File: config.mk
export PLATFORM = sky130hd
export DESIGN_NAME = tcpa_host_match
export DESIGN_NICKNAME = d
export VERILOG_FILES = /design/src/design/tcpa_pkg.sv /design/src/design/tcpa_host_match.sv
export SDC_FILE = /design/constraint.sdc
export NUM_CORES = 1
export LEC_CHECK = 0
export BUFFER_PORTS_ARGS = -buffer_cell sky130_fd_sc_hd__buf_2
export CORE_MARGIN = 1.5
export CORE_UTILIZATION = 38
export DETAILED_ROUTE_END_ITERATION = 6
export PLACE_DENSITY = 0.95
export SLEW_MARGIN = 5
export SYNTH_ARGS = -nofsm -noshare
export SYNTH_HDL_FRONTEND = slang
export SYNTH_SLANG_ARGS = --single-unit
export TNS_END_PERCENT = 100
File: constraint.sdc
create_clock -name vclk -period 2
set_clock_uncertainty 0.2 [all_clocks]
set_input_delay 0.2 -clock vclk [all_inputs]
set_output_delay 0.2 -clock vclk [all_outputs]
set_load 0.03 [all_outputs]
File: src/design/tcpa_pkg.sv
// ----------------------------------------------------------------------------
// TCP handshake RTT aggregator package
// Shared types, constants and register codes of the flow aggregator.
// ----------------------------------------------------------------------------
package tcpa_pkg;

  localparam int TABLE_DEPTH_DEF = 64;
  localparam int HOST_SLOTS_DEF  = 4;

  localparam int CFG_IDX_W  = 3;
  localparam int CFG_DATA_W = 32;
  localparam int HOST_CNT_W = 3;
  localparam int SUM_W      = 47;

  // Configuration register indexes.
  localparam int REG_HOST_COUNT = 0;
  localparam int REG_HOST_A     = 1;

  localparam logic [SUM_W-1:0] SUM_MAX   = {SUM_W{1'b1}};
  localparam logic [31:0]      CNT_MAX   = 32'hFFFF_FFFF;
  localparam logic [15:0]      DROP_MAX  = 16'hFFFF;
  localparam logic [47:0]      NEG_ONE48 = 48'hFFFF_FFFF_FFFF;

  // Input transaction payload, last field in the lowest bits.
  typedef struct packed {
    logic [63:0] stamp;
    logic [31:0] ack_rtt;
    logic [31:0] syn_rtt;
    logic [31:0] flow_dst_ip;
    logic [31:0] flow_src_ip;
    logic [15:0] flow_dst_port;
  } in_t;

  // Result transaction payload, last field in the lowest bits.
  typedef struct packed {
    logic [15:0]        dropped_records;
    logic [63:0]        last_stamp;
    logic [63:0]        first_stamp;
    logic signed [47:0] ack_rtt_total;
    logic signed [47:0] syn_rtt_total;
    logic [31:0]        record_count;
    logic [15:0]        out_dst_port;
    logic [31:0]        out_dst_ip;
    logic [31:0]        out_src_ip;
  } out_t;

  // One flow table entry.
  typedef struct packed {
    logic [15:0]      port;
    logic [31:0]      src_ip;
    logic [31:0]      dst_ip;
    logic [31:0]      count;
    logic [SUM_W-1:0] syn_sum;
    logic [SUM_W-1:0] ack_sum;
    logic [63:0]      first;
    logic [63:0]      last;
  } entry_t;

  // Operands of the shared saturating adder.
  typedef struct packed {
    logic [SUM_W-1:0] a;
    logic [SUM_W-1:0] b;
    logic [SUM_W-1:0] lim;
  } add_op_t;

  typedef enum logic [2:0] {
    ST_IDLE,
    ST_SEARCH,
    ST_ADD_CNT,
    ST_ADD_SYN,
    ST_ADD_ACK,
    ST_WRITE,
    ST_DRAIN_RD,
    ST_DRAIN_LD
  } state_e;

endpackage

File: src/design/tcpa_host_match.sv
// ----------------------------------------------------------------------------
// Host address match
// Compares an IPv4 address against the enabled host address slots.
// ----------------------------------------------------------------------------
module tcpa_host_match
  import tcpa_pkg::*;
#(
  parameter int HOST_SLOTS = HOST_SLOTS_DEF
) (
  input  logic [31:0]                  ip_i,
  input  logic [HOST_CNT_W-1:0]        cnt_i,
  input  logic [HOST_SLOTS-1:0][31:0]  hosts_i,
  output logic                         hit_o
);

  always_comb begin
    hit_o = 1'b0;
    // A count above the slot number simply enables every slot.
    for (int s = 0; s < HOST_SLOTS; s++) begin
      if ((HOST_CNT_W'(s) < cnt_i) && (hosts_i[s] == ip_i)) begin
        hit_o = 1'b1;
      end
    end
  end

endmodule

==> results.yml, run 1 <==
timing:
  slew_violations: 0
  worst_pin_slew_ns: 0.3717
  max_freq_mhz: 505.6
  finalSetupViolations: 0
  period_share_pct: 98.90
  hold_viol_final: 0
  rsz0062_at_grt: "false"
  relSlewSlack_pct: 74.99
  finalCriticalPeriod_ns: 1.978
  fin_tns_setup_ns: 0
clock_network:
  hold_buffers: 0
run_status:
  status: "completed"
synthesis:
  yosysMostFrequentCell: "xor2_1"
  synth_top_family_by_area: "XOR/XNOR gates"
  ys_seq_area_share_pct: 0
  synthTopCellsByCount: "118 x xor2_1, 28 x nor4_1, 10 x xnor2_1, 6 x nand4_1, 6 x nor3_1"
  synth_area_sq_um: 1424
  ys_types: 12
  synth_compound_area_share_pct: 1.318
  synth-simple-area-share_pct: 19.95
  yosys_warnings: 0
  post_synth_main_area_contributors: "xor2_1 73%, nor4_1 12%, xnor2_1 6.2%"
  synth-adder-area-share_pct: 0
  muxShareOfSynthArea_pct: 0
  yosys.area.top_type: "xor2_1"
  synth_cells: 178
  synth_xor_xnor_area_share_pct: 78.73
  yosysTopAreaCellShare_pct: 72.58
  synthesis.nets: 341
  avgSynthCellArea_sq_um: 7.999
layout:
  final_util_pct: 70.83
  antenna_cells: 0
  nNetsFinal: 515
  seqCellArea_sq_um: 0
  seq_cells: 0
  clkbuf_count: 0
  fin_area_sq_um: 2574
  synthToLayoutAreaGrowth_pct: 80.76
  drive_gt1_share_pct: 57.43
  fillers: 322
die:
  die-area_sq_um: 4123
  die_h_um: 64.21
  row_count: 22
  die_width_um: 64.21
  core_area_sq_um: 3633
  io_pins: 164
  start_util_pct: 39.19
power_and_ir_drop:
  leakage_nw: 1.269
  p_clk_share_pct: 0
  peakVddDrop_v: 0.0001430
  powerDensity_nw_per_um2: 206.3
  power_mw: 0.5311
  switching_share_pct: 50.26
  power_frac_seq_pct: 0
  p_comb_share_pct: 100.0
  switching_power_mw: 0.2669
  intPower_mw: 0.2641
placement:
  place.detailed.hpwl_um: 5650
  gp_congestion: 0.9237
  port_buffers: 164
  post_dp_cell_area_sq_um: 2365
global_routing:
  grt_pass1_vias: 2027
  overflow: 0
  grt_max_degree: 5
  grt_first_pass_wirelength_um: 9149
  grt_usage_pct: 28.67
  antenna_found_initial: 0
drt:
  vias: 1985
  firstDrtPassIters: 4
  drtAntennaViolNets: 0
  drt-initial-drc-count: 59
  vias_per_cell: 4.987
  drc_errors: 0
  wl_per_cell_um: 16.41
  drt-total-wl_um: 6530
min_path:
  worstHoldStart: "cnt_i[2]"
  hold_class: "in -> out"
setup_path:
  arrival_ns: 1.58
  path_delay_family: "simple AND/OR/NAND/NOR gates"
  cp_num_buf_inv: 2
  start_kind: "input port"
  critPathCaptureType: "primary output"
  critPathSlowestCell: "or4_4"
  path_class: "in -> out"
  critPathLaunch: "ip_i[8]"
  worst_path_largest_cell_delay_ns: 0.53
  cp.required_ns: 1.60
  crit_chain: "buf_2, xor2_2, nor4_2, nand3_1, nor3_2, or4_4, buf_6"
  cp_max_fo: 4
run:
  maxCapViolations: 0
-- logic make-up after synthesis --
kind of cell     Yosys count
AO/OA/AOI/OAI              3
XOR/XNOR                 128
AND/OR/NAND/NOR           47
-- power by group through the flow --
stage               Sequential, mW  Clock (mW)  Combinational (mW)
detailed placement               0           0               0.479
global placement                 0           0               0.467
CTS                              0           0               0.486
global route                     0           0               0.570
finish                           0           0               0.531
floorplan                        0           0               0.191
-- worst paths after layout --
check | cells past startpoint | end | slack [ns]
hold / removal | 5 | hit_o | 0.82
setup / recovery | 7 | hit_o | 0.02
-- layer usage --
| metal | track usage, % | share of wire (%) | vias up |
|---|---|---|---|
| met5 | 0 | 0 | - |
| met4 | 6.383 | 2.1 | 0 |
| met3 | 3.873 | 6.5 | 13 |
| met2 | 58.72 | 54 | 104 |
| met1 | 30.18 | 37 | 914 |
| li1 | - | - | 954 |
-- area by class of cell --
class	instances	area, sq um	area share, %
repair buffers	172	902.1	35.05
well taps	48	60.06	2.333
multi-input cells	178	1612	62.62
-- cell usage in the layout (no fill, tap or decap), drive strengths merged --
cell / instances
buf: 170
xor2: 118
xnor2: 10
or4: 1
o311ai: 1
o21ai: 1
clkbuf: 2
nand4: 6
nor4: 28
a21oi: 1
nor3: 6
nor2: 1
nand3: 5
-- through the flow --
step	worst slack [ns]	cells	hold slack [ns]
after global routing	0.002182	398	0.8770
after detailed placement	-0.1108	398	0.8627
after floorplan	0.3461	178	0.6623
after CTS	0.001745	398	0.8318
after global placement	-0.04293	398	0.8435
final	0.02199	398	0.8165
-- timing repair --
action | in CTS | in global routing
pin swaps | 4 | 13
resized for setup | 4 | 36
endpoints found under the setup margin | 1 | 1
setup buffers | 0 | 0
Note: power is estimated with default switching activity, not from simulation.
==> run 2, diff against run 1 <==
--- a/config.mk
+++ b/config.mk
@@ -6,6 +6,7 @@
 export NUM_CORES = 1
 export LEC_CHECK = 0
 export BUFFER_PORTS_ARGS = -buffer_cell sky130_fd_sc_hd__buf_2
+export CORE_ASPECT_RATIO = 1.2
 export CORE_MARGIN = 1.5
 export CORE_UTILIZATION = 38
 export DETAILED_ROUTE_END_ITERATION = 6
==> results.yml, run 2 (same netlist as run 1, synthesis figures left out) <==
run_status:
  status: "completed"
timing:
  hold_viol_final: 0
  worst_pin_slew_ns: 0.4595
  period_share_pct: 99.14
  max_freq_mhz: 504.3
  finalCriticalPeriod_ns: 1.983
  relSlewSlack_pct: 69.08
  finalSetupViolations: 0
  slew_violations: 0
die:
  core_area_sq_um: 3603
  die_width_um: 58.88
  die-area_sq_um: 4125
  row_count: 24
  io_pins: 164
  die_h_um: 70.06
  start_util_pct: 39.51
layout:
  fillers: 307
  instances_no_fill: 384
  antenna_cells: 0
  seq_cells: 0
  clkbuf_count: 0
  drive_gt1_share_pct: 56.23
  final_cell_mix: "151 x buf_2, 106 x xor2_1, 17 x nor4_1"
  synthToLayoutAreaGrowth_pct: 78.12
  final_common_cell: "buf_2"
  seqCellArea_sq_um: 0
  fin_area_sq_um: 2536
  nNetsFinal: 510
drt:
  drc_errors: 0
  firstDrtPassIters: 4
  vias_per_cell: 5.201
  drt-total-wl_um: 6774
  drt-initial-drc-count: 110
  vias: 1997
  drtAntennaViolNets: 0
  wl_per_cell_um: 17.64
run:
  maxCapViolations: 0
global_routing:
  grt_usage_pct: 29.42
  grt_max_degree: 5
  grt_pass1_vias: 2068
  overflow: 0
  antenna_found_initial: 0
  grt_first_pass_wirelength_um: 9308
placement:
  port_buffers: 164
  dpl.cell_count: 384
  post_dp_cell_area_sq_um: 2316
  gp_congestion: 0.9209
  place.detailed.hpwl_um: 5712
min_path:
  hold_class: "in -> out"
  worstHoldStart: "cnt_i[2]"
power_and_ir_drop:
  p_comb_share_pct: 100.0
  leakage_nw: 1.253
  peakVddDrop_v: 0.00009857
  power_mw: 0.5365
  powerDensity_nw_per_um2: 211.6
  switching_share_pct: 51.11
  p_clk_share_pct: 0
  intPower_mw: 0.2623
  switching_power_mw: 0.2742
  power_frac_seq_pct: 0
setup_path:
  crit_chain: "buf_2, xor2_1, nor4_1, nand4_1, nor4_2, or4_4, buf_6"
  worst_path_largest_cell_delay_ns: 0.38
  cp_max_fo: 4
  start_kind: "input port"
  critPathLaunch: "ip_i[31]"
  critPathCapture: "hit_o"
  path_class: "in -> out"
  critPathSlowestCell: "nor4_1"
  critPathCaptureType: "primary output"
  arrival_ns: 1.58
  cp.required_ns: 1.60
clock_network:
  post_cts_buffers: 0
run 2: worst max-delay path: cells and delay by family:
family	cells	cell delay (ns)
xor+xnor	1	0.19
buf+inv	2	0.27
simple gates	4	0.92
run 2: timing repair:
action,in CTS,in global routing
hold buffers,0,0
gates resized for setup,2,47
setup endpoints to repair,1,1
hold endpoints to repair,0,0
pin swaps,1,19
run 2: metrics by stage:
| stage | hold slack, ns | setup WS, ns | util [%] | setup TNS (ns) |
|---|---|---|---|---|
| after global placement | 0.8356 | -0.03470 | 64.27 | -0.03470 |
| after CTS | 0.8357 | 0.01444 | 64.51 | 0 |
| after detailed placement | 0.8670 | -0.05745 | 64.27 | -0.05745 |
| after global routing | 0.8941 | -0.05252 | 70.38 | -0.05252 |
| final | 0.8433 | 0.01722 | 70.38 | 0 |
| after floorplan | 0.6623 | 0.3461 | - | 0 |
run 2: final cells by class:
class / count / area (sq um) / share of cell area [%]
well taps: 39 / 48.80 / 1.924
repair buffers: 167 / 890.9 / 35.13
multi-input cells: 178 / 1597 / 62.95
run 2: worst min path at each step:
stage          endpoint  slack, ns  cells past startpoint
2_1_floorplan     hit_o       0.66                      3
3_3_place_gp      hit_o       0.84                      5
3_5_place_dp      hit_o       0.87                      5
4_1_cts           hit_o       0.84                      5
5_1_grt           hit_o       0.89                      5
6_report          hit_o       0.84                      5
run 2: power groups by stage:
stage	logic, mW	registers (mW)	clock network, mW
2_1_floorplan	0.191	0	0
3_3_place_gp	0.468	0	0
3_5_place_dp	0.477	0	0
4_1_cts	0.483	0	0
5_1_grt	0.575	0	0
6_report	0.537	0	0
run 2: per-layer routing:
| layer | GRT usage, % | vias to the layer above | routed length [um] |
|---|---|---|---|
| li1 | - | 945 | - |
| met1 | 33.04 | 897 | 2324 |
| met2 | 54.81 | 135 | 3659 |
| met3 | 3.704 | 20 | 600 |
| met4 | 9.596 | 0 | 189 |
| met5 | 0 | - | 0 |
==> run 3, diff against run 2 <==
--- a/config.mk
+++ b/config.mk
@@ -10,6 +10,7 @@
 export CORE_MARGIN = 1.5
 export CORE_UTILIZATION = 38
 export DETAILED_ROUTE_END_ITERATION = 6
+export GPL_TIMING_DRIVEN = 0
 export PLACE_DENSITY = 0.95
 export SLEW_MARGIN = 5
 export SYNTH_ARGS = -nofsm -noshare
==> results.yml, run 3 (same netlist as run 1, synthesis figures left out) <==
layout:
  clkbuf_count: 0
  multi_input_area_sq_um: 1469
  fin_area_sq_um: 2352
  antenna_cells: 0
  fillers: 324
  drive_gt1_share_pct: 50.29
  nNetsFinal: 507
  seqCellArea_sq_um: 0
  synthToLayoutAreaGrowth_pct: 65.20
  final_common_cell: "buf_2"
  instances_no_fill: 381
  final_cell_mix: "160 x buf_2, 116 x xor2_1, 24 x nor4_1"
  seq_cells: 0
setup_path:
  critPathCapture: "hit_o"
  path_delay_family: "simple AND/OR/NAND/NOR gates"
  cp_max_fo: 4
  crit_chain: "clkbuf_4, xor2_1, nor4_2, nand4_1, nor3_1, or4_1, buf_6"
  critPathCaptureType: "primary output"
  cp.required_ns: 1.60
  critPathSlowestCell: "nor4_2"
  critPathLaunch: "ip_i[29]"
  start_kind: "input port"
  cp_num_buf_inv: 2
  arrival_ns: 1.55
  cp_num_cells: 7
  path_class: "in -> out"
  worst_path_largest_cell_delay_ns: 0.42
power_and_ir_drop:
  leakage_nw: 1.211
  peakVddDrop_v: 0.00009986
  powerDensity_nw_per_um2: 204.1
drt:
  drtAntennaViolNets: 0
  drt-total-wl_um: 5936
  vias: 1933
  vias_per_cell: 5.073
  drc_errors: 0
  firstDrtPassIters: 4
  wl_per_cell_um: 15.58
  drt-initial-drc-count: 109
global_routing:
  top_usage_layer: "met2"
  grt_usage_pct: 27.40
  grt_pass1_vias: 1891
  grt_first_pass_wirelength_um: 8776
  gr-usage-met2_pct: 53.58
  overflow: 0
  grt_max_degree: 5
  antenna_found_initial: 0
  gr-usage-met1_pct: 31.25
  grt_use_met3_pct: 2.222
placement:
  gp_congestion: 0.7885
  post_dp_cell_area_sq_um: 2293
  dpl.cell_count: 381
  place.detailed.hpwl_um: 5345
  port_buffers: 164
timing:
  rsz0062_at_grt: "false"
  hold_viol_final: 0
  fin_hold_ws_ns: 0.8268
  relSlewSlack_pct: 73.76
  max_freq_mhz: 514.0
  finalCriticalPeriod_ns: 1.946
  period_share_pct: 97.28
  finalSetupViolations: 0
  fin_tns_setup_ns: 0
  slew_violations: 0
  worst_pin_slew_ns: 0.3903
die:
  io_pins: 164
  die-area_sq_um: 4125
  start_util_pct: 39.51
  row_count: 24
  core_area_sq_um: 3603
  die_h_um: 70.06
  die_width_um: 58.88
min_path:
  hold_class: "in -> out"
run_status:
  status: "completed"
run:
  maxCapViolations: 0
[run 3: layout make-up]
type                       instances  area share (%)
tap                               39           2.074
timing repair buffer             164           35.48
multi-input combinational        178           62.45
[run 3: worst min path at each step]
stage,start,end,slack (ns),cells after the start
floorplan,cnt_i[2],hit_o,0.66,3
global placement,cnt_i[2],hit_o,0.81,5
detailed placement,cnt_i[2],hit_o,0.83,5
CTS,cnt_i[2],hit_o,0.79,5
global route,cnt_i[2],hit_o,0.87,5
finish,cnt_i[2],hit_o,0.83,5
[run 3: through the flow]
stage	setup WS, ns	power [mW]	utilization [%]
CTS	0.02839	0.4685	63.89
floorplan	0.3461	0.1907	-
global route	0.0003396	0.5204	65.28
detailed placement	-0.1041	0.4633	63.65
finish	0.05431	0.4801	65.28
global placement	-0.08271	0.4520	63.65
[run 3: power breakdown]
part / leakage, nW / internal, mW / switching, mW
clock network: 0 / 0 / 0
registers: 0 / 0 / 0
logic: 1.21 / 0.242 / 0.238
total: 1.21 / 0.242 / 0.238
[run 3: repair_timing]
action | 4_1_cts | 5_1_grt
setup buffers | 0 | 0
hold endpoints to repair | 0 | 0
pin swaps | 2 | 10
hold buffers | 0 | 0
setup endpoints to repair | 1 | 1
gates resized for setup | 2 | 12
[run 3: layer usage]
metal | part of all wire (%) | wire length, um
met1 | 37 | 2209
met2 | 55 | 3241
met3 | 6.8 | 401
met4 | 1.4 | 83
met5 | 0 | 0
