<file path="config.mk">
export PLATFORM = sky130hd
export DESIGN_NAME = tcpa_ram
export DESIGN_NICKNAME = d
export VERILOG_FILES = /design/src/design/tcpa_ram.sv
export SDC_FILE = /design/constraint.sdc
export NUM_CORES = 1
export LEC_CHECK = 0
export BUFFER_PORTS_ARGS = -buffer_cell sky130_fd_sc_hd__buf_2
export CAP_MARGIN = 20
export CELL_PAD_IN_SITES_DETAIL_PLACEMENT = 0
export CELL_PAD_IN_SITES_GLOBAL_PLACEMENT = 2
export CORE_ASPECT_RATIO = 0.6
export CORE_MARGIN = 5
export CORE_UTILIZATION = 52
export CTS_CLUSTER_DIAMETER = 40
export DETAILED_ROUTE_END_ITERATION = 10
export PLACE_DENSITY = 0.89
export SLEW_MARGIN = 40
export SYNTH_ARGS = -nofsm -noshare
export SYNTH_HDL_FRONTEND = slang
export SYNTH_SLANG_ARGS = --single-unit
export TNS_END_PERCENT = 5
</file>
<file path="constraint.sdc">
create_clock -name clk_i -period 4.59 [get_ports clk_i]
set_clock_uncertainty 0.15 [all_clocks]
set_input_delay 1.377 -clock clk_i [delete_from_list [all_inputs] [get_ports clk_i]]
set_output_delay 1.377 -clock clk_i [all_outputs]
set_load 0.01 [all_outputs]
</file>
<file path="src/design/tcpa_ram.sv">
// ----------------------------------------------------------------------------
// Generic RAM
// One write port and one read port with registered read data.
// ----------------------------------------------------------------------------
module tcpa_ram #(
  parameter int WIDTH = 8,
  parameter int DEPTH = 16,
  parameter int AW    = (DEPTH > 1) ? $clog2(DEPTH) : 1
) (
  input  logic             clk_i,
  input  logic             we_i,
  input  logic [AW-1:0]    waddr_i,
  input  logic [WIDTH-1:0] wdata_i,
  input  logic [AW-1:0]    raddr_i,
  output logic [WIDTH-1:0] rdata_o
);

  logic [WIDTH-1:0] mem_q [DEPTH];

  always_ff @(posedge clk_i) begin
    if (we_i) begin
      mem_q[waddr_i] <= wdata_i;
    end
    rdata_o <= mem_q[raddr_i];
  end

endmodule

</file>
==> results.py, run 1 <==
metrics = {
    "run_status": {
        "status": "finished clean",
    },
    "sta": {
        "fin_setup_tns_ps": 0,
        "relSlewSlack": 0.463,
        "rsz0062_at_grt": "no",
        "finalSetupViolations": 0,
        "period_minus_slack_ps": 2710,
        "fin_crit_sh": 0.590,
        "fin_ws_ps": 1880,
        "slew_violations": 0,
        "hold_viol_final": 0,
        "worst_slew_pin_slew_ps": 805,
        "fmax_mhz": 369,
    },
    "setup_path": {
        "r2r-end": "rdata_o[7]",
        "worstPathMaxFanout": 8,
        "ff2ff_setup_slack_ps": 3100,
        "crit_end": "mem_q[1][1]",
        "worstReg2RegStart": "mem_q[3][7]",
        "worstSetupStartpoint": "waddr_i[2]",
        "crit_type": "in -> reg",
        "rr_worst_depth": 3,
        "endpoint_kind": "flop",
        "cp.required_ps": 4470,
        "cp.arrival_ps": 2590,
        "startpoint_type": "input pin",
    },
    "synth": {
        "syn_area_um2": 5150,
        "syn-num-nets": 247,
        "netlist_instances": 229,
        "ys_ff_latch": 136,
        "synth_area_per_cell_um2": 22.5,
        "ys_warn_count": 0,
        "synth_cell_types": 19,
        "ys_seq_area_frac": 0.778,
    },
    "route": {
        "vias": 2376,
        "drtIter0Drc": 183,
        "drt_wl_total_um": 9480,
        "drc": 0,
        "wl_per_cell_um": 22.7,
        "via_per_inst": 5.70,
        "ant_nets": 0,
        "drt_first_pass_iters": 4,
    },
    "placement": {
        "pre_cts_slack_ps": 1310,
        "place_hpwl_um": 5860,
        "finalWeightedCongestion": 0.735,
        "portBuffers": 25,
    },
    "clock_tree": {
        "htree_levels": 4,
        "postCtsResizedCells": 0,
        "max-clock-path-buffers": 2,
        "cts_tree": "done",
        "post-cts-setup-buffers": 0,
        "root_buffer": "clkbuf_16",
        "clock-sinks": 136,
        "clk_latency_ps": 410,
        "clk_pin_slew_worst_paths_ps": 50,
        "cts-hold-fix-buffers": 0,
        "cts_buffers": 17,
    },
    "pwr": {
        "ir_drop_v": 0.000302,
        "power_w": 0.00296,
        "power_leakage_nw": 2.03,
        "powerDensity_nw_per_um2": 488,
    },
    "worst_hold_path": {
        "min_from": "mem_q[14][2]",
        "worstHoldPathCells": 3,
        "min_path_type": "reg -> reg",
    },
    "die": {
        "fp.dieW_um": 138,
        "std_cell_rows": 28,
        "core_area_um2": 9770,
        "die_h_um": 87.1,
        "dieArea_um2": 12100,
        "start_util": 0.527,
        "io_pins": 26,
    },
    "layout": {
        "final_common_cell": "edfxtp_1",
        "multi_input_area_um2": 1080,
        "layout_common_cells": "edfxtp_1 (128), buf_2 (24), mux4_2 (18), clkbuf_16 (17), a22oi_1 (16)",
        "fillerInstances": 694,
        "finalNetCount": 287,
        "drive_above_1_share": 0.316,
        "antenna_cells": 0,
        "final_util": 0.620,
        "area_growth_pct": 17.8,
        "ff_latch_area_um2": 4000,
    },
    "grt": {
        "antenna_found_initial": 0,
        "grt_pass1_wl_um": 14500,
        "grt_max_degree": 33,
        "grt_pass1_vias": 2491,
        "grt_overflow_total": 0,
        "track_usage": 0.170,
    },
    "flow_run": {
        "cap_violations": 0,
    },
}
[synth_stat cells]
master | instances | area share
a22oi_1 | 16 | 0.023
buf_6 | 3 | 0.0066
or3b_2 | 1 | 0.0017
nand3b_1 | 2 | 0.0029
buf_2 | 3 | 0.0029
nand3_1 | 1 | 0.00097
clkdlybuf4s25_2 | 3 | 0.0058
nor3_1 | 4 | 0.0039
mux4_1 | 14 | 0.071
and2b_1 | 1 | 0.0015
nor2_1 | 13 | 0.0095
nor2b_1 | 1 | 0.0012
dfxtp_1 | 8 | 0.031
nand2_1 | 9 | 0.0066
edfxtp_1 | 128 | 0.75
and2_1 | 1 | 0.0012
nand2b_1 | 2 | 0.0024
buf_4 | 1 | 0.0015
mux4_2 | 18 | 0.079
[cell type report]
type | instances | area share
sequential | 136 | 0.660
tap | 135 | 0.0279
multi-input combinational | 83 | 0.179
clock inverter | 14 | 0.0338
clock buffer | 18 | 0.0708
timing repair buffer | 31 | 0.0285
[cells by family (layout without fill, tap and decap cells)]
family	after synthesis	count (layout)	share of synthesized area
and+or+nand+nor	35	35	0.0318
AOI/OAI and AO/OA	16	16	0.0233
muxes	32	32	0.150
buffers and inverters	10	63	0.0168
DFF	136	136	0.778
[critical path, stage by stage]
cell	delay, ps
buf_2	110
or3b_2	530
nor2_1	570
[stage by stage]
stage	area (µm²)	hold slack, ps	instances
detailed placement	5410	505	385
global placement	5400	499	385
global route	6060	555	417
finish	6060	514	417
CTS	6050	518	417
floorplan	5150	479	229
[per-layer routing]
layer	up-vias	share of wire	global-route usage
li1	1054	-	-
met1	1245	0.49	0.248
met2	71	0.46	0.248
met3	6	0.049	0.0461
met4	0	0.0073	0.0673
met5	-	0	0
[registers in the layout, summed over array words and instances (netlist names)]
signal and flops:
mem_q 128, rdata_o 8
[power breakdown]
group | switching, W | internal (W)
Combinational | 0.0000729 | 0.0000517
Clock | 0.000484 | 0.000957
Sequential | 0.00000771 | 0.00139
[worst min path at each step]
stage                 end
5_1_grt        rdata_o[3]
3_3_place_gp   rdata_o[2]
2_1_floorplan  rdata_o[0]
4_1_cts        rdata_o[2]
3_5_place_dp   rdata_o[2]
6_report       rdata_o[2]
(Power assumes the default switching activity.)
==> inputs of run 2 (changes only) <==
--- a/config.mk
+++ b/config.mk
@@ -11,10 +11,10 @@
 export CELL_PAD_IN_SITES_GLOBAL_PLACEMENT = 2
 export CORE_ASPECT_RATIO = 0.6
 export CORE_MARGIN = 5
-export CORE_UTILIZATION = 52
+export CORE_UTILIZATION = 48
 export CTS_CLUSTER_DIAMETER = 40
 export DETAILED_ROUTE_END_ITERATION = 10
-export PLACE_DENSITY = 0.89
+export PLACE_DENSITY = 0.83
 export SLEW_MARGIN = 40
 export SYNTH_ARGS = -nofsm -noshare
 export SYNTH_HDL_FRONTEND = slang
==> constraint.sdc (replaced) <==
create_clock -name clk_i -period 2.5 [get_ports clk_i]
set_clock_uncertainty 0.15 [all_clocks]
set_input_delay 0.75 -clock clk_i [delete_from_list [all_inputs] [get_ports clk_i]]
set_output_delay 0.75 -clock clk_i [all_outputs]
set_load 0.01 [all_outputs]
==> run 2 against run 1 <==
Compared with the run above: flip-flop and latch count stayed put; first-iteration DRC count is 20% lower; critical path depth is 2 higher; sequential power is 83% higher; combinational power is 89% higher.
==> results.py, run 2 (synthesis results as in run 1) <==
metrics = {
    "route": {
        "wl_per_cell_um": 22.0,
        "drt_first_pass_iters": 4,
        "ant_nets": 0,
        "vias": 2421,
        "drt_wl_total_um": 9590,
        "drtIter0Drc": 146,
        "via_per_inst": 5.55,
        "drc": 0,
    },
    "pwr": {
        "ir_drop_v": 0.000546,
        "power_leakage_nw": 2.10,
        "power_w": 0.00529,
        "powerDensity_nw_per_um2": 861,
    },
    "clock_tree": {
        "htree_levels": 4,
        "clock-sinks": 136,
        "cts_tree": "done",
        "cts-hold-fix-buffers": 0,
        "clk_pin_slew_worst_paths_ps": 50,
        "clk_latency_ps": 410,
        "postCtsResizedCells": 0,
        "post-cts-setup-buffers": 0,
        "cts_buffers": 17,
        "root_buffer": "clkbuf_16",
        "max-clock-path-buffers": 2,
    },
    "setup_path": {
        "crit_buf_inv": 2,
        "cpPeakStageDelay_ps": 580,
        "startpoint_type": "input pin",
        "cp.depth": 5,
        "endpoint_kind": "flop",
        "crit_family": "multiplexers",
        "cp.required_ps": 2640,
        "cp.arrival_ps": 2000,
        "crit_type": "in -> reg",
        "worstPathMaxFanout": 27,
        "rr_worst_depth": 3,
        "crit_slowest_cell": "mux4_1",
        "crit_chain": "buf_2 > buf_12 > mux4_1 > a22oi_1 > nand2_1",
    },
    "grt": {
        "grt_pass1_vias": 2539,
        "track_usage": 0.166,
        "antenna_found_initial": 0,
        "grt_max_degree": 28,
        "grt_pass1_wl_um": 15200,
        "grt_overflow_total": 0,
    },
    "die": {
        "std_cell_rows": 29,
        "core_area_um2": 10500,
        "io_pins": 26,
        "dieArea_um2": 13000,
        "die_h_um": 90.2,
        "fp.dieW_um": 144,
        "start_util": 0.489,
    },
    "sta": {
        "relSlewSlack": 0.696,
        "hold_viol_final": 0,
        "fin_ws_ps": 640,
        "rsz0062_at_grt": "no",
        "finalSetupViolations": 0,
        "worst_slew_pin_slew_ps": 453,
        "fmax_mhz": 538,
        "fin_crit_sh": 0.744,
        "period_minus_slack_ps": 1860,
        "fin_setup_tns_ps": 0,
        "slew_violations": 0,
    },
    "worst_hold_path": {
        "worstHoldPathCells": 3,
        "min_path_type": "reg -> reg",
    },
    "layout": {
        "drive_above_1_share": 0.313,
        "layout_common_cells": "edfxtp_1 (128), buf_2 (25), buf_4 (19), mux4_2 (18), clkbuf_16 (17)",
        "antenna_cells": 0,
        "largest_reg_flops": 128,
        "reg_top3": "mem_q: 128 flops, rdata_o: 8 flops",
        "final_common_cell": "edfxtp_1",
        "finalNetCount": 302,
        "area_growth_pct": 19.2,
        "top_register": "mem_q",
    },
    "run_status": {
        "status": "finished clean",
    },
    "placement": {
        "finalWeightedCongestion": 0.706,
        "portBuffers": 25,
        "place_hpwl_um": 6170,
        "pre_cts_slack_ps": 177,
    },
    "flow_run": {
        "cap_violations": 0,
    },
}
run 2: cell type report:
| class | instances | area, µm² |
|---|---|---|
| fill | 789 | 4390 |
| sequential | 136 | 4000 |
| multi-input combinational | 83 | 1060 |
| clock buffer | 24 | 472 |
| timing repair buffer | 46 | 308 |
| tap | 139 | 174 |
| clock inverter | 8 | 120 |
run 2: worst reg2reg max path: cells and delay by family, from the launching register on:
kind,cells,cell delay [ps]
compound gates,1,250
simple gates,1,80
flops,1,350
mux,1,540
run 2: worst paths after layout:
check                    from  slack, ps    endpoint
setup / recovery   raddr_i[0]        640  rdata_o[0]
hold / removal    mem_q[7][5]        520  rdata_o[5]
setup reg to reg  mem_q[9][4]       1020  rdata_o[4]
hold reg to reg   mem_q[7][5]        520  rdata_o[5]
run 2: report_power, final:
part,internal (W),switching [W],leakage [nW]
clock,0.00162,0.000868,0.284
combinational,0.000105,0.000132,0.591
sequential,0.00255,0.0000146,1.22
total,0.00427,0.00101,2.10
run 2: per-layer routing:
metal  track usage  share of wire
met1         0.251           0.45
met2         0.225           0.45
met3        0.0525          0.083
met4        0.0611          0.015
met5             0              0
run 2: metrics by stage:
step,util,instance area (µm²),std cells,hold WS (ps)
2_1_floorplan,-,5150,229,479
3_3_place_gp,0.527,5540,404,503
3_5_place_dp,0.527,5540,404,518
4_1_cts,0.583,6130,436,530
5_1_grt,0.583,6140,436,560
6_report,0.583,6140,436,523
==> inputs of run 3 (changes only) <==
==> constraint.sdc (replaced) <==
create_clock -name clk_i -period 1.8 [get_ports clk_i]
set_clock_uncertainty 0.15 [all_clocks]
set_input_delay 0.54 -clock clk_i [delete_from_list [all_inputs] [get_ports clk_i]]
set_output_delay 0.54 -clock clk_i [all_outputs]
set_load 0.01 [all_outputs]
==> run 3 against run 2 <==
Compared with the run above: design area rose by 0.59%; via count barely moved; critical path depth did not move; count of clock-buffer cells in the layout rose by 1; core utilization rose by 0.34 points; critical path type unchanged; highest routed layer unchanged.
==> results.py, run 3 (synthesis results as in run 1) <==
metrics = {
    "route": {
        "drc": 0,
        "wl_per_cell_um": 21.5,
        "drtIter0Drc": 184,
        "drt_wl_total_um": 9480,
        "vias": 2423,
        "via_per_inst": 5.48,
        "ant_nets": 0,
        "drt_first_pass_iters": 4,
    },
    "pwr": {
        "p_seq_frac": 0.528,
        "power_leakage_nw": 2.11,
        "ir_drop_v": 0.000704,
        "power_switching_w": 0.00132,
        "switching_share": 0.195,
        "comb_power_share": 0.052,
        "powerDensity_nw_per_um2": 1090,
        "power_frac_clock": 0.420,
        "p_int_w": 0.00543,
    },
    "setup_path": {
        "ff2ff_setup_slack_ps": 370,
        "crit_slowest_cell": "mux4_1",
        "cpPeakStageDelay_ps": 560,
        "worstPathMaxFanout": 6,
        "endpoint_kind": "flop",
        "startpoint_type": "input pin",
        "cp.required_ps": 1940,
        "cp.arrival_ps": 1850,
        "rr_worst_depth": 3,
        "crit_type": "in -> reg",
        "r2r-end": "rdata_o[2]",
        "worstReg2RegStart": "mem_q[9][2]",
        "crit_chain": "buf_2 > buf_4 > mux4_1 > a22oi_1 > nand2_1",
    },
    "sta": {
        "fin_crit_sh": 0.952,
        "hold_viol_final": 0,
        "fin_ws_ps": 86.7,
        "fmax_mhz": 584,
        "worst_slew_pin_slew_ps": 764,
        "period_minus_slack_ps": 1710,
        "relSlewSlack": 0.490,
        "slew_violations": 0,
        "rsz0062_at_grt": "no",
        "finalSetupViolations": 0,
        "hold_slack_ps": 365,
    },
    "layout": {
        "fillerInstances": 747,
        "final_common_cell": "edfxtp_1",
        "reg_top3": "mem_q: 128 flops, rdata_o: 8 flops",
        "multi_input_area_um2": 1080,
        "drive_above_1_share": 0.327,
        "layout_common_cells": "edfxtp_1 (128), buf_2 (25), buf_4 (22), mux4_2 (18), clkbuf_16 (17)",
        "ff_latch_area_um2": 4000,
        "largest_reg_flops": 128,
        "top_register": "mem_q",
        "finalNetCount": 310,
        "antenna_cells": 0,
        "area_growth_pct": 19.9,
    },
    "clock_tree": {
        "max-clock-path-buffers": 2,
        "root_buffer": "clkbuf_16",
        "clk_latency_ps": 410,
        "postCtsResizedCells": 0,
        "cts_buffers": 17,
        "clk_pin_slew_worst_paths_ps": 50,
        "post-cts-setup-buffers": 0,
        "cts-hold-fix-buffers": 0,
        "clock-sinks": 136,
        "cts_tree": "done",
        "htree_levels": 4,
    },
    "die": {
        "start_util": 0.489,
        "dieArea_um2": 13000,
        "die_h_um": 90.2,
        "core_area_um2": 10500,
        "io_pins": 26,
        "fp.dieW_um": 144,
        "std_cell_rows": 29,
    },
    "worst_hold_path": {
        "hold_path_end": "mem_q[5][7]",
        "min_from": "wdata_i[7]",
        "min_path_type": "in -> reg",
        "worstHoldPathCells": 1,
    },
    "placement": {
        "pre_cts_slack_ps": -317,
        "finalWeightedCongestion": 0.730,
        "portBuffers": 25,
        "place_hpwl_um": 6340,
    },
    "grt": {
        "track_usage": 0.159,
        "antenna_found_initial": 0,
        "grt_max_degree": 17,
        "grt_pass1_wl_um": 14700,
        "grt_pass1_vias": 2613,
        "grt_overflow_total": 0,
    },
    "run_status": {
        "status": "finished clean",
    },
    "flow_run": {
        "cap_violations": 0,
    },
}
[run 3: changes by cell type in the layout (fill, tap and decap cells not counted), sizes merged]
cell and change:
clkinvlp -1, bufinv -3, buf +8, clkbuf +1, clkinv +1
[run 3: area by class of cell]
type | instances | area share
clock inverters | 5 | 0.00426
clock buffers | 25 | 0.0738
repair buffers | 54 | 0.0697
well taps | 139 | 0.0282
multi-input cells | 83 | 0.176
flip-flops and latches | 136 | 0.649
[run 3: metrics by stage]
stage / TNS, ps / total power (W) / instances / cell area, µm² / utilization
final: 0 / 0.00675 / 442 / 6170 / 0.587
after global routing: 0 / 0.00702 / 442 / 6170 / 0.587
after CTS: 0 / 0.00682 / 442 / 6170 / 0.587
after detailed placement: -4710 / 0.00399 / 412 / 5690 / 0.541
after global placement: -4060 / 0.00398 / 412 / 5690 / 0.541
after floorplan: -879 / 0.00381 / 229 / 5170 / -
[run 3: power by group through the flow]
stage,registers (W),clock network (W),logic (W)
after global placement,0.00363,0,0.000353
after global routing,0.00357,0.00307,0.000381
final,0.00357,0.00283,0.000350
after CTS,0.00357,0.00290,0.000358
after detailed placement,0.00363,0,0.000357
after floorplan,0.00363,0,0.000183
[run 3: worst max path at each step]
stage	startpoint	end	slack (ps)
floorplan	waddr_i[3]	mem_q[4][0]	-80
CTS	raddr_i[0]	rdata_o[5]	110
global placement	raddr_i[0]	rdata_o[5]	-290
finish	raddr_i[0]	rdata_o[5]	90
detailed placement	raddr_i[0]	rdata_o[5]	-320
global route	raddr_i[0]	rdata_o[3]	20
[run 3: worst max-delay path, delay by kind of cell]
family,cells,cell delay [ps]
AO/OA/AOI/OAI,1,220
buffers and inverters,2,450
multiplexers,1,560
AND/OR/NAND/NOR,1,70
[run 3: per-layer routing]
layer | vias to the layer above | wire, µm | GRT usage
met1 | 1227 | 4340 | 0.239
met4 | 0 | 41 | 0.0533
li1 | 1097 | - | -
met3 | 6 | 882 | 0.0514
met2 | 93 | 4220 | 0.220
met5 | - | 0 | 0
