===== config.mk =====
export PLATFORM = sky130hd
export DESIGN_NAME = tcpa_sat_add
export DESIGN_NICKNAME = d
export VERILOG_FILES = /design/src/design/tcpa_pkg.sv /design/src/design/tcpa_sat_add.sv
export SDC_FILE = /design/constraint.sdc
export NUM_CORES = 1
export LEC_CHECK = 0
export BUFFER_PORTS_ARGS = -buffer_cell sky130_fd_sc_hd__buf_4
export CAP_MARGIN = 30
export CELL_PAD_IN_SITES_DETAIL_PLACEMENT = 0
export CELL_PAD_IN_SITES_GLOBAL_PLACEMENT = 1
export CORE_MARGIN = 4
export CORE_UTILIZATION = 33
export DETAILED_ROUTE_END_ITERATION = 7
export MAX_ROUTING_LAYER = met4
export PLACE_DENSITY = 0.84
export SLEW_MARGIN = 25
export SYNTH_ARGS = -nofsm -noshare
export SYNTH_HDL_FRONTEND = slang
export SYNTH_SLANG_ARGS = --single-unit

===== constraint.sdc =====
create_clock -name vclk -period 7.8
set_clock_uncertainty 0.05 [all_clocks]
set_input_delay 1.95 -clock vclk [all_inputs]
set_output_delay 1.95 -clock vclk [all_outputs]
set_load 0.05 [all_outputs]

===== src/design/tcpa_pkg.sv =====
// ----------------------------------------------------------------------------
// TCP handshake RTT aggregator package
// Shared types, constants and register codes of the flow aggregator.
// ----------------------------------------------------------------------------
package tcpa_pkg;

  localparam int TABLE_DEPTH_DEF = 64;
  localparam int HOST_SLOTS_DEF  = 4;

  localparam int CFG_IDX_W  = 3;
  localparam int CFG_DATA_W = 32;
  localparam int HOST_CNT_W = 3;
  localparam int SUM_W      = 47;

  // Configuration register indexes.
  localparam int REG_HOST_COUNT = 0;
  localparam int REG_HOST_A     = 1;

  localparam logic [SUM_W-1:0] SUM_MAX   = {SUM_W{1'b1}};
  localparam logic [31:0]      CNT_MAX   = 32'hFFFF_FFFF;
  localparam logic [15:0]      DROP_MAX  = 16'hFFFF;
  localparam logic [47:0]      NEG_ONE48 = 48'hFFFF_FFFF_FFFF;

  // Input transaction payload, last field in the lowest bits.
  typedef struct packed {
    logic [63:0] stamp;
    logic [31:0] ack_rtt;
    logic [31:0] syn_rtt;
    logic [31:0] flow_dst_ip;
    logic [31:0] flow_src_ip;
    logic [15:0] flow_dst_port;
  } in_t;

  // Result transaction payload, last field in the lowest bits.
  typedef struct packed {
    logic [15:0]        dropped_records;
    logic [63:0]        last_stamp;
    logic [63:0]        first_stamp;
    logic signed [47:0] ack_rtt_total;
    logic signed [47:0] syn_rtt_total;
    logic [31:0]        record_count;
    logic [15:0]        out_dst_port;
    logic [31:0]        out_dst_ip;
    logic [31:0]        out_src_ip;
  } out_t;

  // One flow table entry.
  typedef struct packed {
    logic [15:0]      port;
    logic [31:0]      src_ip;
    logic [31:0]      dst_ip;
    logic [31:0]      count;
    logic [SUM_W-1:0] syn_sum;
    logic [SUM_W-1:0] ack_sum;
    logic [63:0]      first;
    logic [63:0]      last;
  } entry_t;

  // Operands of the shared saturating adder.
  typedef struct packed {
    logic [SUM_W-1:0] a;
    logic [SUM_W-1:0] b;
    logic [SUM_W-1:0] lim;
  } add_op_t;

  typedef enum logic [2:0] {
    ST_IDLE,
    ST_SEARCH,
    ST_ADD_CNT,
    ST_ADD_SYN,
    ST_ADD_ACK,
    ST_WRITE,
    ST_DRAIN_RD,
    ST_DRAIN_LD
  } state_e;

endpackage


===== src/design/tcpa_sat_add.sv =====
// ----------------------------------------------------------------------------
// Shared saturating adder
// Adds two operands and clamps the sum at a selectable limit.
// ----------------------------------------------------------------------------
module tcpa_sat_add
  import tcpa_pkg::*;
(
  input  add_op_t          op_i,
  output logic [SUM_W-1:0] sum_o
);

  logic [SUM_W:0] full;

  assign full  = {1'b0, op_i.a} + {1'b0, op_i.b};
  assign sum_o = (full > {1'b0, op_i.lim}) ? op_i.lim : full[SUM_W-1:0];

endmodule


==> results of run 1 <==
## power groups by stage
stage / Sequential (mW) / Combinational [mW] / Clock, mW
2_1_floorplan: 0 / 0.689 / 0
3_3_place_gp: 0 / 1.07 / 0
3_5_place_dp: 0 / 1.09 / 0
4_1_cts: 0 / 1.16 / 0
5_1_grt: 0 / 1.29 / 0
6_report: 0 / 1.20 / 0
## cell type report
type / count / area [um2]
multi-input cells: 532 / 4659
inverters: 59 / 221.5
fillers: 1188 / 5316
well taps: 176 / 220.2
repair buffers: 376 / 3088
## through the flow
stage / total power, mW / utilization [%] / hold slack (ps) / cell area (um2) / worst slack [ps]
floorplan: 0.6887 / - / 4072 / 4705 / -92.92
global placement: 1.075 / 55.85 / 4240 / 7542 / -1231
detailed placement: 1.088 / 55.85 / 4244 / 7542 / -1115
CTS: 1.164 / 58.61 / 4215 / 7915 / -752.9
global route: 1.286 / 60.64 / 4219 / 8189 / -909.9
finish: 1.204 / 60.64 / 4210 / 8189 / -726.6
## kinds of logic (layout without fill, tap and decap cells)
| family | count (synthesis) | count (layout) | share of synthesized area (%) |
|---|---|---|---|
| AO/OA/AOI/OAI | 201 | 201 | 28.80 |
| AND/OR/NAND/NOR | 146 | 146 | 15.43 |
| adder cells (fa/ha/maj) | 95 | 95 | 25.87 |
| buffers and inverters | 79 | 435 | 7.930 |
| multiplexers | 48 | 48 | 14.02 |
| XOR/XNOR | 42 | 42 | 7.957 |
## repair_timing
item,CTS,global route
endpoints found under the setup margin,47,47
hold buffers,0,0
pin swaps,12,15
gates cloned,0,1
setup buffers,4,8
resized for setup,78,34
## worst max path at each step
| stage | to | slack [ps] | depth (start not counted) |
|---|---|---|---|
| floorplan | sum_o[1] | -90 | 22 |
| global placement | sum_o[9] | -1230 | 22 |
| detailed placement | sum_o[14] | -1120 | 22 |
| CTS | sum_o[18] | -750 | 22 |
| global route | sum_o[42] | -910 | 24 |
| finish | sum_o[42] | -730 | 24 |
## routing by layer
| layer | track usage [%] | vias up |
|---|---|---|
| li1 | - | 2984 |
| met4 | 2.587 | 0 |
| met3 | 1.135 | 18 |
| met5 | - | - |
| met1 | 27.61 | 2696 |
| met2 | 37.61 | 199 |
## synthesized netlist by cell type, drive strengths merged (2+ instances only)
library cell / instances / share of area (%)
ha: 94 / 25
nor2b: 2 / 0.27
a21boi: 3 / 0.49
a31o: 2 / 0.38
a21oi: 66 / 7.2
a211o: 2 / 0.38
and2: 7 / 1.0
nand4: 20 / 2.8
and3: 3 / 0.41
clkbuf: 12 / 1.0
nor2: 33 / 2.7
a311oi: 2 / 0.51
nand3: 15 / 1.6
o21bai: 7 / 1.2
or2: 2 / 0.27
a221o: 3 / 0.65
o211ai: 14 / 2.7
a31oi: 9 / 1.2
nand2: 42 / 3.4
o311a: 2 / 0.43
inv: 59 / 4.8
o21ai: 37 / 4.1
o31ai: 3 / 0.60
xor2: 19 / 3.6
o21a: 3 / 0.49
xnor2: 23 / 4.4
a41oi: 2 / 0.54
mux2: 47 / 14
nor3: 6 / 0.65
nand2b: 7 / 0.95
buf: 8 / 2.1
a211oi: 14 / 2.4
or3: 5 / 0.68
a21o: 24 / 3.9
==> reports/results.txt, run 1 <==
Unique cell type count in the Yosys netlist: 67
Final hold violations: 0
Setup crit end kind: output port
Fin crit period: 8527 ps
WL per Instance: 15.65 um
Final ANT Viol Nets: 0
Post-route clock period utilization: 109.3%
Die Ht: 126.4 um
Slew @ Worst Pin: 463.6 ps
# DRC: 0
Startpoint types: primary input
Sequential share of the synthesized area: 0%
WHS Path Cells: 3
Vias: 5897
RSZ-0062 raised after global routing: yes
Status: finished, violations left
Die footprint: 15970 um2
Critical path fanouts, max: 15
DP HPWL: 15600 um
Starting density of the core: 34.23%
Placer congestion estimate: 0.9556
NumNets Final: 1205
Synth Instances: 611
Routed WL: 17890 um
Number of global-route vias before repair: 6122
Seq_cells: 0
Core ar.: 13510 um2
Pins Over Slew Limit: 0
Critical-path cell list: buf_4 > ha_4 > a211oi_2 > o21ai_2 > buf_4 > a31oi_4 > o211ai_2 > buf_4 > a221o_1 > a41oi_2 > o21ai_0 > xor2_1 > ha_1 > a211oi_1 > o21bai_1 > a211oi_1 > o21ai_1 > a21oi_1 > a21oi_1 > o21ai_4 > o211ai_4 > buf_12 > mux2_4 > buf_6
Hold crit path type: primary input to output port
P_leak: 4.213 nW
Final WS setup: -726.6 ps
Required time of the critical path: 5800 ps
Worst IR Drop VDD: 94.82 uV
Reg area: 0 um2
Sw frac: 51.73%
Drt pass-1 iters: 5
Row count: 42
Clock share of power: 0%
Share of cells above drive strength 1: 50.36%
Inserted Diodes: 0
Met2 WL: 8857 um
Starting DRT DRC Count: 255
CP dominant cell by count: buf_4
Global-route wire length before repair: 28580 um
Top routing layer in use: met4
Vias per cell: 5.159
Largest net degree at the start of global routing: 16
Mapped Area: 4623 um2
Max transition margin: 68.94%
# clk buffers: 0
GRT overflow: 0
Syn nets: 847
Setup total negative slack: -33200 ps
P&R area growth vs syn: 77.13%
Leading cell type in the layout, fill and taps excluded: buf_4
Detail Route met3 WL: 877 um
Failing checks: negative setup slack
Worst Path Buf+Inv: 5
Hold path startpoint: op_i[31]
Top delay family on crit path: compound AO/OA/AOI/OAI gates
Placed Cells: 1130
Met1 Wirelength: 7902 um
CP max stage delay: 330 ps
Initial antenna violation count: 0
GRT Overall Usage: 21.26%
Die Span X: 126.4 um
P_sw: 622.8 uW
Boundary Pins: 188
CP Launch Point: op_i[48]
Power share of the sequential group: 0%
Combinational share of power: 100.0%
Commonest non-fill, non-tap cells in the layout: buf_4 (320), ha_1 (81), inv_1 (58)
Syn Area/Cell: 7.567 um2
Arr. time, crit path: 6530 ps
Crit path kind: primary input to output port
PwrDens: 147.0 nW/um2
Critical Path Slowest Stage Cell: a221o_1
Internal power: 581.0 uW
Final Instance Count excl. Fillers: 1143
Ys Warns: 0
PortBufs: 188
Worst Hold End: sum_o[31]
Maxcap violations: 0
Final setup violation count: 47
Max Clk Rate: 117.3 MHz
Power figures use the tool's default switching activity.
==> run 2: changes to the inputs <==
--- a/config.mk
+++ b/config.mk
@@ -14,6 +14,7 @@
 export DETAILED_ROUTE_END_ITERATION = 7
 export MAX_ROUTING_LAYER = met4
 export PLACE_DENSITY = 0.84
+export SETUP_SLACK_MARGIN = 0.3
 export SLEW_MARGIN = 25
 export SYNTH_ARGS = -nofsm -noshare
 export SYNTH_HDL_FRONTEND = slang
==> run 2 against run 1 <==
Net effect: global-route usage is 0.72 points higher; highest routed layer unchanged; largest power group unchanged; critical path depth is 1 higher; sequential share of layout area stayed put; hold slack better by 1.8 ps; largest cell class unchanged; via count is 2.4% higher; the run still ends with negative setup slack left; die area stayed put; routed wire length is 5.5% higher; count of clock-buffer cells in the layout stayed put; combinational power is 11% higher.
==> reports/results.txt, run 2 (synthesis results as in run 1) <==
Starting density of the core: 34.23%
Routed WL: 18870 um
Leading cell type in the layout, fill and taps excluded: buf_4
PwrDens: 149.6 nW/um2
Clock share of power: 0%
# DRC: 0
Final ANT Viol Nets: 0
# clk buffers: 0
RSZ-0062 raised after global routing: yes
Post-route clock period utilization: 107.4%
Seq_cells: 0
Critical path fanouts, max: 7
Maxcap violations: 0
Crit path kind: primary input to output port
Die Span X: 126.4 um
Slew @ Worst Pin: 550.0 ps
Combinational share of power: 100.0%
Sw frac: 50.32%
WL per Instance: 16.12 um
Vias per cell: 5.157
NumNets Final: 1233
Post-route cell area: 8866 um2
Number of global-route vias before repair: 6426
Fin crit period: 8381 ps
Initial antenna violation count: 0
CP dominant cell by count: buf_4
Critical Path Slowest Stage Cell: or3_4
Setup total negative slack: -26230 ps
P_leak: 4.480 nW
Final setup violation count: 47
PortBufs: 188
Startpoint types: primary input
Pins Over Slew Limit: 0
Max Clk Rate: 119.3 MHz
Internal power: 658.8 uW
Max transition margin: 62.95%
Core ar.: 13510 um2
Failing checks: negative setup slack
Largest net degree at the start of global routing: 13
Row count: 42
Vias: 6039
CP max stage delay: 340 ps
Power share of the sequential group: 0%
Required time of the critical path: 5800 ps
Starting DRT DRC Count: 282
Commonest non-fill, non-tap cells in the layout: buf_4 (341), ha_1 (70), inv_1 (58)
Die footprint: 15970 um2
CP Launch Point: op_i[65]
Hold path startpoint: op_i[16]
P&R area growth vs syn: 91.77%
Die Ht: 126.4 um
Drt pass-1 iters: 5
Arr. time, crit path: 6380 ps
GRT Overall Usage: 21.98%
Setup crit end kind: output port
Reg area: 0 um2
Inserted Diodes: 0
Share of cells above drive strength 1: 55.48%
Pre-CTS setup slack: -1019 ps
P_sw: 667.2 uW
Final hold violations: 0
Worst IR Drop VDD: 121.0 uV
Global-route wire length before repair: 29500 um
Placed Area: 7730 um2
Final WS setup: -581.1 ps
Status: finished, violations left
Hold crit path type: primary input to output port
Cts hold-fix bufs: 0
Boundary Pins: 188
Placer congestion estimate: 0.9186
GRT overflow: 0
DP HPWL: 15650 um
==> run 2: cell types whose count changed in the layout (fill, tap and decap cells not counted), moves of 3 or more <==
| cell | delta |
|---|---|
| buf_16 | +3 |
| a211oi_1 | -3 |
| mux2_4 | +11 |
| a21oi_2 | +5 |
| ha_4 | +11 |
| a21oi_1 | -7 |
| buf_8 | +5 |
| ha_1 | -11 |
| xor2_1 | -3 |
| mux2_2 | -11 |
| xor2_2 | +3 |
| buf_4 | +21 |
==> run 2: layout make-up <==
cell class	instances	area [um2]
multi-input cells	532	5024
fillers	1110	4639
repair buffers	404	3401
inverters	59	221.5
well taps	176	220.2
==> run 2: power groups by stage <==
stage                     clock network (mW)  logic [mW]  registers [mW]
after detailed placement                   0        1.12               0
after global placement                     0        1.10               0
after global routing                       0        1.41               0
after CTS                                  0        1.25               0
after floorplan                            0       0.700               0
final                                      0        1.33               0
==> run 2: worst max-delay path, delay by kind of cell <==
family,cells,cell delay [ps]
and+or+nand+nor,7,1360
AOI/OAI and AO/OA,9,1330
buffers and inverters,6,910
adders and majority gates,2,530
muxes,1,300
==> run 2: worst paths after layout <==
path | endpoint | slack (ps) | cells after the start
worst min-delay path | sum_o[16] | 4210 | 3
worst max-delay path | sum_o[9] | -580 | 25
==> run 2: per-layer routing <==
metal,track usage (%),vias up,wire [um]
met4,3.785,0,437
met2,40.13,174,9658
met3,1.009,30,691
met5,-,-,0
met1,27.17,2802,8084
li1,-,3033,-
==> run 2: metrics by stage <==
stage | instances | total power [mW] | hold slack (ps) | utilization [%]
finish | 1171 | 1.326 | 4211 | 65.65
global route | 1171 | 1.414 | 4218 | 65.65
CTS | 1160 | 1.249 | 4214 | 61.60
detailed placement | 1150 | 1.116 | 4244 | 57.24
global placement | 1150 | 1.099 | 4242 | 57.24
floorplan | 611 | 0.7000 | 4072 | -
==> run 2: what timing repair did <==
action	4_1_cts	5_1_grt
gates cloned	3	1
setup buffers	7	10
pin swaps	20	29
resized for setup	103	65
endpoints found under the setup margin	47	47
==> run 3: changes to the inputs <==
--- a/config.mk
+++ b/config.mk
@@ -5,7 +5,7 @@
 export SDC_FILE = /design/constraint.sdc
 export NUM_CORES = 1
 export LEC_CHECK = 0
-export BUFFER_PORTS_ARGS = -buffer_cell sky130_fd_sc_hd__buf_4
+export BUFFER_PORTS_ARGS = -buffer_cell sky130_fd_sc_hd__buf_2
 export CAP_MARGIN = 30
 export CELL_PAD_IN_SITES_DETAIL_PLACEMENT = 0
 export CELL_PAD_IN_SITES_GLOBAL_PLACEMENT = 1
@@ -15,7 +15,6 @@
 export MAX_ROUTING_LAYER = met4
 export PLACE_DENSITY = 0.84
 export SETUP_SLACK_MARGIN = 0.3
-export SLEW_MARGIN = 25
 export SYNTH_ARGS = -nofsm -noshare
 export SYNTH_HDL_FRONTEND = slang
 export SYNTH_SLANG_ARGS = --single-unit
==> run 3 against run 2 <==
Net effect: the run still ends with negative setup slack left; global-route usage down 1.9 points; sequential share of layout area unchanged; critical path depth down 1; sequential cell count unchanged; via count down 2.8%; non-clock buffer count down 16; critical endpoint is now sum_o[6].
==> reports/results.txt, run 3 (synthesis results as in run 1) <==
GRT overflow: 0
Power share of the sequential group: 0%
Vias per cell: 5.081
Die Ht: 126.4 um
# clk buffers: 0
Critical path fanouts, max: 6
PortBufs: 188
Placer congestion estimate: 0.9222
Share of cells above drive strength 1: 50.26%
Starting density of the core: 34.23%
Critical Path End: sum_o[6]
Final hold violations: 0
Commonest non-fill, non-tap cells in the layout: buf_4 (196), buf_2 (141), ha_1 (84)
CP Launch Point: op_i[68]
Final Power: 1.192 mW
Global-route wire length before repair: 27080 um
Internal power: 571.3 uW
Final WS setup: -744.8 ps
Fin crit period: 8545 ps
P&R area growth vs syn: 70.83%
Critical Path Slowest Stage Cell: or3_1
Seq_cells: 0
Startpoint types: primary input
Pre-CTS setup slack: -1122 ps
Leading cell type in the layout, fill and taps excluded: buf_4
NumNets Final: 1217
Routed WL: 16890 um
Vias: 5869
Combinational share of power: 100.0%
Required time of the critical path: 5800 ps
Crit path kind: primary input to output port
CP max stage delay: 390 ps
Filler Cell Count: 1232
Largest net degree at the start of global routing: 23
Initial antenna violation count: 0
Boundary Pins: 188
PwrDens: 150.9 nW/um2
Maxcap violations: 0
Drt pass-1 iters: 4
WL per Instance: 14.62 um
Arr. time, crit path: 6540 ps
RSZ-0062 raised after global routing: yes
Row count: 42
Setup crit end kind: output port
Die footprint: 15970 um2
P_leak: 4.213 nW
P_sw: 620.5 uW
# DRC: 0
Final setup violation count: 47
Number of global-route vias before repair: 5900
DP HPWL: 14340 um
Sw frac: 52.06%
Status: finished, violations left
Starting DRT DRC Count: 211
Core ar.: 13510 um2
Die Span X: 126.4 um
Hold crit path type: primary input to output port
Worst IR Drop VDD: 113.6 uV
Max transition margin: 75.28%
Post-route clock period utilization: 109.5%
Final ANT Viol Nets: 0
Critical-path cell list: buf_2 > ha_4 > buf_4 > nand2_1 > o21bai_2 > o21bai_2 > a21oi_2 > or3_1 > o21ba_4 > a2111o_1 > o211ai_1 > ha_1 > nand3_2 > or2_4 > nor4_4 > and3_4 > nand2_4 > or3_4 > o21ai_4 > o211ai_4 > buf_12 > buf_16 > mux2_4 > buf_8
Clock share of power: 0%
Inserted Diodes: 0
Max Clk Rate: 117.0 MHz
CP dominant cell by count: o21bai_2
Reg area: 0 um2
Pins Over Slew Limit: 0
Slew @ Worst Pin: 368.1 ps
Failing checks: negative setup slack
GRT Overall Usage: 20.13%
-- run 3: power by group through the flow --
stage                     clock network [mW]  registers, mW  logic, mW
after global placement                     0              0       1.02
after detailed placement                   0              0       1.03
final                                      0              0       1.19
after floorplan                            0              0      0.700
after CTS                                  0              0       1.17
after global routing                       0              0       1.27
-- run 3: final cells by class --
type	instances	area, um2	area share [%]
multi-input combinational	532	4634	58.68
tap	176	220.2	2.788
inverter	59	221.5	2.804
timing repair buffer	388	2821	35.73
-- run 3: layer usage --
layer,share of wire [%],wire length [um],global-route usage (%),vias up
met4,2.0,340,3.912,0
met1,44,7514,26.20,2658
met2,49,8248,34.96,179
li1,-,-,-,3006
met3,4.7,786,0.8407,26
met5,0,0,-,-
-- run 3: worst min-delay path by stage --
stage                     startpoint         to  cells past startpoint
after CTS                   op_i[20]  sum_o[20]                      3
after global placement      op_i[20]  sum_o[20]                      3
final                       op_i[20]  sum_o[20]                      3
after global routing        op_i[19]  sum_o[19]                      3
after floorplan             op_i[10]  sum_o[10]                      1
after detailed placement    op_i[20]  sum_o[20]                      3
-- run 3: critical path: cells and delay by family --
family	cells	cell delay (ps)
simple gates	8	1710
compound gates	8	1360
buf+inv	5	700
fa+ha+maj	2	520
mux	1	300
-- run 3: metrics by stage --
stage | setup TNS (ps) | area [um2] | utilization [%] | hold WS, ps | instances
floorplan | -2597 | 4742 | - | 4072 | 611
global placement | -49250 | 7164 | 53.05 | 4306 | 1139
detailed placement | -51460 | 7164 | 53.05 | 4306 | 1139
CTS | -38200 | 7771 | 57.54 | 4217 | 1150
global route | -40360 | 7898 | 58.48 | 4229 | 1155
finish | -31910 | 7898 | 58.48 | 4216 | 1155
-- run 3: repair_timing --
item	CTS	global route
setup endpoints to repair	47	47
hold buffers	0	0
cloned	2	0
pin swaps	7	10
buffers inserted	9	5
gates resized for setup	122	19
